### config.mk
export PLATFORM = sky130hd
export DESIGN_NAME = fspa_resp
export DESIGN_NICKNAME = d
export VERILOG_FILES = /design/src/hdl/fixed_slot_pool_allocator_core_assert.svh /design/src/hdl/fspa_pkg.sv /design/src/hdl/fspa_resp.sv
export SDC_FILE = /design/constraint.sdc
export NUM_CORES = 1
export LEC_CHECK = 0
export ABC_AREA = 0
export BUFFER_PORTS_ARGS = -buffer_cell sky130_fd_sc_hd__buf_2
export CAP_MARGIN = 20
export CORE_MARGIN = 2
export CORE_UTILIZATION = 62
export DETAILED_ROUTE_END_ITERATION = 6
export GPL_TIMING_DRIVEN = 0
export PLACE_DENSITY = 0.83
export REMOVE_ABC_BUFFERS = 1
export SLEW_MARGIN = 10
export SYNTH_ARGS = -nofsm -noshare
export SYNTH_HDL_FRONTEND = slang
export SYNTH_SLANG_ARGS = --single-unit
### constraint.sdc
create_clock -name clock -period 7.3 [get_ports clock]
set_clock_uncertainty 0.05 [all_clocks]
set_input_delay 0.365 -clock clock [delete_from_list [all_inputs] [get_ports clock]]
set_output_delay 0.365 -clock clock [all_outputs]
set_load 0.03 [all_outputs]
### src/hdl/fixed_slot_pool_allocator_core_assert.svh
// Assertion macros for the slot pool allocator.
// Include by bare file name where concurrent checks are written.
`ifndef FIXED_SLOT_POOL_ALLOCATOR_CORE_ASSERT_SVH
`define FIXED_SLOT_POOL_ALLOCATOR_CORE_ASSERT_SVH

// Same-cycle implication, sampled on the rising clock, off during reset.
`define FSPA_ASSERT_NOW(label, ante, cons, msg) \
   label: assert property (@(posedge clock) disable iff (reset) (ante) |-> (cons)) \
      else $error(msg);

// Next-cycle implication, sampled on the rising clock, off during reset.
`define FSPA_ASSERT_NEXT(label, ante, cons, msg) \
   label: assert property (@(posedge clock) disable iff (reset) (ante) |=> (cons)) \
      else $error(msg);

`endif

### src/hdl/fspa_pkg.sv
// Shared types and constants for the fixed slot pool allocator.
// Used by the link RAM wrapper users, the response stage and the top level.
package fspa_pkg;

   localparam int POOL_SLOTS  = 1024;
   localparam int LINK_ADDR_W = $clog2(POOL_SLOTS);
   localparam int HEAD_W      = LINK_ADDR_W + 1;
   localparam int SLOT_W      = 10;
   localparam int KIND_W      = 2;
   localparam int EB_W        = 13;
   localparam int EPB_W       = 11;
   localparam int OFFS_W      = 22;
   localparam int PROD_W      = SLOT_W + EB_W;
   localparam int CSR_INDEX_W = 1;
   localparam int CSR_DATA_W  = EB_W;

   localparam logic [HEAD_W-1:0] SLOT_NULL = HEAD_W'(POOL_SLOTS);

   localparam logic [KIND_W-1:0] KIND_ALLOC  = 2'd0;
   localparam logic [KIND_W-1:0] KIND_FREE   = 2'd1;
   localparam logic [KIND_W-1:0] KIND_CLEAR  = 2'd2;
   localparam logic [KIND_W-1:0] KIND_UNUSED = 2'd3;

   localparam logic [CSR_INDEX_W-1:0] CSR_ELEMENT_BYTES      = 1'b0;
   localparam logic [CSR_INDEX_W-1:0] CSR_ELEMENTS_PER_BLOCK = 1'b1;

   localparam logic [EB_W-1:0]  ELEMENT_BYTES_RESET      = 13'd8;
   localparam logic [EPB_W-1:0] ELEMENTS_PER_BLOCK_RESET = 11'd64;

   typedef struct packed {
      logic [KIND_W-1:0] kind;
      logic [SLOT_W-1:0] slot;
   } req_type;

   typedef struct packed {
      logic              ok;
      logic [SLOT_W-1:0] granted_slot;
      logic [OFFS_W-1:0] byte_offset;
   } rsp_type;

   // Decision made by the control logic, before byte scaling.
   typedef struct packed {
      logic              ok;
      logic [SLOT_W-1:0] slot;
   } res_type;

   typedef enum logic [1:0] {
      ST_IDLE = 2'b01,
      ST_POP  = 2'b10
   } state_type;

endpackage

### src/hdl/fspa_resp.sv
// Response stage: scales the slot to a byte offset and holds result beats.
// Output register plus one skid entry. Depends on fspa_pkg.
module fspa_resp import fspa_pkg::*; (
   input  logic            clock,
   input  logic            reset,
   input  logic            res_valid,
   output logic            res_ready,
   input  res_type         res,
   input  logic [EB_W-1:0] element_bytes,
   output logic            rsp_valid,
   input  logic            rsp_stall,
   output rsp_type         rsp_data
);

   logic              out_valid_ff, out_valid_in;
   logic              skid_valid_ff, skid_valid_in;
   rsp_type           out_ff, out_in;
   rsp_type           skid_ff, skid_in;
   rsp_type           beat;
   logic [PROD_W-1:0] prod;
   logic              take;
   logic              push;

   assign prod = PROD_W'(res.slot) * PROD_W'(element_bytes);

   always_comb begin
      beat.ok           = res.ok;
      beat.granted_slot = res.slot;
      beat.byte_offset  = res.ok ? prod[OFFS_W-1:0] : '0;
   end

   assign res_ready = !skid_valid_ff;
   assign take      = out_valid_ff && !rsp_stall;
   assign push      = res_valid && res_ready;

   always_comb begin
      out_valid_in  = out_valid_ff;
      skid_valid_in = skid_valid_ff;
      out_in        = out_ff;
      skid_in       = skid_ff;
      if (!out_valid_ff || take) begin
         // drain the skid entry first, it is older
         if (skid_valid_ff) begin
            out_in        = skid_ff;
            out_valid_in  = 1'b1;
            skid_valid_in = 1'b0;
         end else if (push) begin
            out_in       = beat;
            out_valid_in = 1'b1;
         end else begin
            out_valid_in = 1'b0;
         end
      end else if (push) begin
         skid_in       = beat;
         skid_valid_in = 1'b1;
      end
   end

   always_ff @(posedge clock) begin
      if (reset) begin
         out_valid_ff  <= 1'b0;
         skid_valid_ff <= 1'b0;
      end else begin
         out_valid_ff  <= out_valid_in;
         skid_valid_ff <= skid_valid_in;
      end
   end

   always_ff @(posedge clock) begin
      out_ff  <= out_in;
      skid_ff <= skid_in;
   end

   assign rsp_valid = out_valid_ff;
   assign rsp_data  = out_ff;

endmodule
# Word level (Yosys, flattened, before mapping)
# Cells that the tools add are included.
[word_totals]
regBits = 68
in_bits = 28
word_cells = 25
output_inout_bits = 35
[classes]
n_reduce_logical = 10
bitwise = 1
mux = 5
n_mul = 1
[ops]
columns = ["operator", "n"]
rows = [
  ["two-way mux 33 bit", 2],
  ["multiplier 10 x 13 -> 22 bit", 1],
  ["two-way mux 22 bit", 1],
  ["AND reduction 2 bit", 2],
  ["logical NOT 1 bit", 3],
  ["logical AND 1 bit", 2],
  ["two-way mux 1 bit", 2],
  ["nonzero test 2 bit", 1],
  ["OR reduction 2 bit", 1],
  ["logical OR 1 bit", 1],
  ["NOT 1 bit", 1],
]

# Depth between registers and ports, before layout
[depth]
word_depth = 5
mapped_depth = 19
ltp_nobuf = 17

# Worst setup path after synthesis
# No wires, ideal clock.
[synth_path]
path_kind = "input -> register"
startpoint = "input res[1] (netlist bit)"
endpoint = "register out_ff, in the netlist rsp_data[21], data pin"
arrival_time_ps = 4797
n_path_buf = 1
stages = 18
slack_ps = 2318
setup_ps = 135
required_time_ps = 7115
cell_sequence = "clkbuf_1 > nand2_1 > fa_1 > inv_1 > fa_1 > inv_1 > fa_1 > inv_1 > fa_1 > inv_1 > fa_1 > inv_1 > ha_1 > o21ai_0 > a21oi_1 > a211oi_2 > or4_1 > nand3_1"
[synth_via]
elab_chain_cells = 4
[synth_rtl]
columns = ["element", "line", "rtl"]
rows = [
  ["from (decl)", "fspa_resp.sv:8", "input res_type res,"],
  ["multiplier 10 x 13 -> 22 bit", "fspa_resp.sv:24", "assign prod = PROD_W'(res.slot) * PROD_W'(element_bytes);"],
  ["two-way mux 22 bit", "fspa_resp.sv:29", "beat.byte_offset = res.ok ? prod[OFFS_W-1:0] : '0;"],
  ["two-way mux 33 bit", "fspa_resp.sv:47", "end else if (push) begin"],
  ["two-way mux 33 bit", "fspa_resp.sv:43", "if (skid_valid_ff) begin"],
  ["to (signal assigned)", "fspa_resp.sv:70", "out_ff <= out_in;"],
  ["to (decl)", "fspa_resp.sv:17", "rsp_type out_ff, out_in;"],
]
# No other way between the ends. The select of a mux whose other input is x is not followed.
# A chain may end at the register's enable or synchronous reset.

# Worst setup path after layout
[layout_path]
startpoint = "input res[1] (netlist bit)"
endpoint = "register out_ff, in the netlist rsp_data[17], data pin"
# The elaborated chain is that of the path after synthesis.

==> flow_summary.ini <==
[timing]
fmax_mhz = 196
setup_violations = 0
finalCriticalPeriod_ns = 5.10
whs_ns = 0.155
hold_viol = 0
tns_ns = 0
period_share_pct = 69.8
slew_viol_final = 0
max_slew_margin_pct = 44.6
rsz0062_at_grt = no
worstMarginPinSlew_ns = 0.831

[placed_design]
place.detailed.hpwl_mm = 12.1
place.gp.congestion = 0.951
io_buffers = 62
dp_cells = 866

[power_and_ir_drop]
power.leakage_nw = 3.58
powerDensity_nw_per_um2 = 429
max-vdd-ir-drop_uv = 283
power_mw = 3.37

[route]
routed_wl_mm = 15.9
routed-via-count = 5242
drc = 0
drt_iter0_markers = 287
ant_nets = 0
firstDrtPassIters = 5
avgViaCountPerCell = 5.94
routedWlPerCell_um = 18.1

[synth]
synth-simple-area-share_pct = 15.9
syn_avg_cell_area_um2 = 10.3
synth_ff_type = edfxtp_1
synth_edf_count = 66
synthAdderAreaFrac_pct = 33.6
synth-xor-area-share_pct = 1.72
ys_async_sr_fraction_pct = 0
netlist_area_um2 = 7120
yosysWarnings = 0
synthDistinctLibCells = 63
synthMuxAreaShare_pct = 2.79
ys_seq_area_share_pct = 28.4
synth_compound_area_share_pct = 10.5
synth_cells = 694
synth-seq-cells = 68
synth_top_family_by_area = adder cells

[critical_path]
cpLargestDelayFamily = adder cells
path_cells = buf_2, nand2_1, fa_1, inv_1, fa_1, inv_1, fa_1, inv_1, fa_1, inv_1, fa_1, inv_1, ha_1, a21oi_1, o211ai_2, a211oi_2, nor3b_1, o31ai_1
crit_path_end_kind = register
required_ns = 7.39
crit_slowest_cell = fa_1
slowest_delay_ns = 0.55
critPathBufInv = 6
crit_fanout = 15
worstPathArrival_ns = 5.19
worst_setup_path_start_kind = primary input
worstSetupPathType = in2reg

[cts]
post_cts_buffers = 0
cts_buffer_depth = 2
worstSkewPairLatency_ns = 0.35
cts_made_buffers = 9
cts.sinks = 68
root_buffer = clkbuf_16
htree_levels = 3
post_cts_resize_count = 0
cts_tree = yes
cts-hold-fix-buffers = 0
clk_pin_slew_ns = 0.06

[floorplanning]
die-area_um2 = 12400
die_w_um = 111
start_util_pct = 62.9
die_h_um = 111
rows = 39
ios = 63
core_um2 = 11300

[job]
maxCapViolCount = 0

[grt]
grt_usage_pct = 27.3
grt_overflow_total = 0
grt_max_degree = 39
grt_pass1_wl_mm = 27.0
grt_pass1_vias = 5727
antenna_found_initial = 0

[finish]
drive_gt1_share_pct = 16.5
antennaDiodeCount = 0
area_delta_synth_final_pct = 10.3
instances_no_fill = 882
finalNetCount = 902

[outcome]
status = finished, final reports clean

[worst_hold_path]
hp-class = in2reg
## final timing paths
kind / start / endpoint / slack (ns) / cells after the start
max: res[1] / rsp_data[17]$_DFFE_PP_ / 2.20 / 18
min: reset / skid_valid_ff$_SDFFE_PP0P_ / 0.15 / 2
max reg2reg: skid_valid_ff$_SDFFE_PP0P_ / rsp_data[20]$_DFFE_PP_ / 4.99 / 5
min reg2reg: skid_ff[32]$_DFFE_PP_ / rsp_data[32]$_DFFE_PP_ / 0.48 / 2
## routing by layer
metal | GRT usage [%] | up-vias | part of all wire, %
li1 | - | 2389 | -
met2 | 48.7 | 160 | 53
met1 | 33.8 | 2658 | 40
met3 | 4.21 | 35 | 4.6
met4 | 10.2 | 0 | 2.2
met5 | 0 | - | 0
## cells by family (layout without fill, tap and decap cells)
| family | count (synthesis) | count (layout) |
|---|---|---|
| AO/OA/AOI/OAI | 95 | 95 |
| buffers and inverters | 132 | 177 |
| flip-flops | 68 | 68 |
| XOR/XNOR | 14 | 14 |
| AND/OR/NAND/NOR | 227 | 227 |
| multiplexers | 18 | 18 |
| adder cells (fa/ha/maj) | 140 | 140 |
## state kept, by name (all words and copies together), names as in the netlist
signal,cells
rsp_data,33
rsp_valid,1
skid_ff,33
skid_valid_ff,1
## layout by cell type (no fill, tap or decap), drive strengths merged, types with 3 or more instances in the layout
cell type	count
a31o	4
nor3	12
a22o	3
ha	55
nand2	95
nand3	10
fa	85
xor2	5
xnor2	9
inv	97
mux2	15
a21oi	21
o31ai	9
a21boi	4
buf	66
clkbuf	9
o211ai	5
nand2b	6
mux2i	3
nor3b	3
and2	73
a211oi	6
o2111ai	5
o21ai	10
o21a	7
edfxtp	66
nor2	17
a21o	8
## power by group
group,switching [mW],internal (mW)
combinational,1.43,0.867
clock,0.182,0.302
sequential,0.0168,0.570
## metrics by stage
stage | setup slack (ns) | util (%) | instance area [um^2]
final | 2.20 | 69.4 | 7850
after global routing | 2.00 | 69.4 | 7850
after CTS | 2.22 | 69.4 | 7850
after detailed placement | 1.87 | 66.5 | 7530
after global placement | 1.90 | 65.9 | 7460
after floorplan | 2.63 | - | 6970
## synth_stat cells (3+ instances only)
cell type,number,share of area (%)
buf_1,3,0.16
nor3_1,12,0.84
mux2i_1,3,0.42
ha_1,55,9.7
fa_1,85,24
a21oi_1,20,1.4
nand2_1,95,5.0
and2_1,71,6.2
buf_2,6,0.42
inv_1,93,4.9
a21o_1,7,0.74
xnor2_1,9,1.1
clkbuf_1,27,1.4
a211oi_2,3,0.53
o21ai_0,8,0.56
o31ai_1,8,0.84
edfxtp_1,66,28
mux2_2,15,2.4
a211oi_1,3,0.32
a22o_1,3,0.37
o2111ai_1,5,0.62
o21a_1,7,0.74
nor3b_1,3,0.32
xor2_1,5,0.62
a31o_2,4,0.49
nand2b_1,6,0.53
nand3_1,9,0.63
o211ai_1,4,0.42
nor2_1,17,0.90
## layout make-up
class | count | area (um^2)
clock buffer | 9 | 225
clock inverter | 7 | 98.8
fill | 874 | 3470
inverter | 95 | 357
multi-input combinational | 494 | 4610
sequential | 68 | 2020
tap | 143 | 179
timing repair buffer | 66 | 364
No activity file was read; power rests on OpenSTA's default activity.
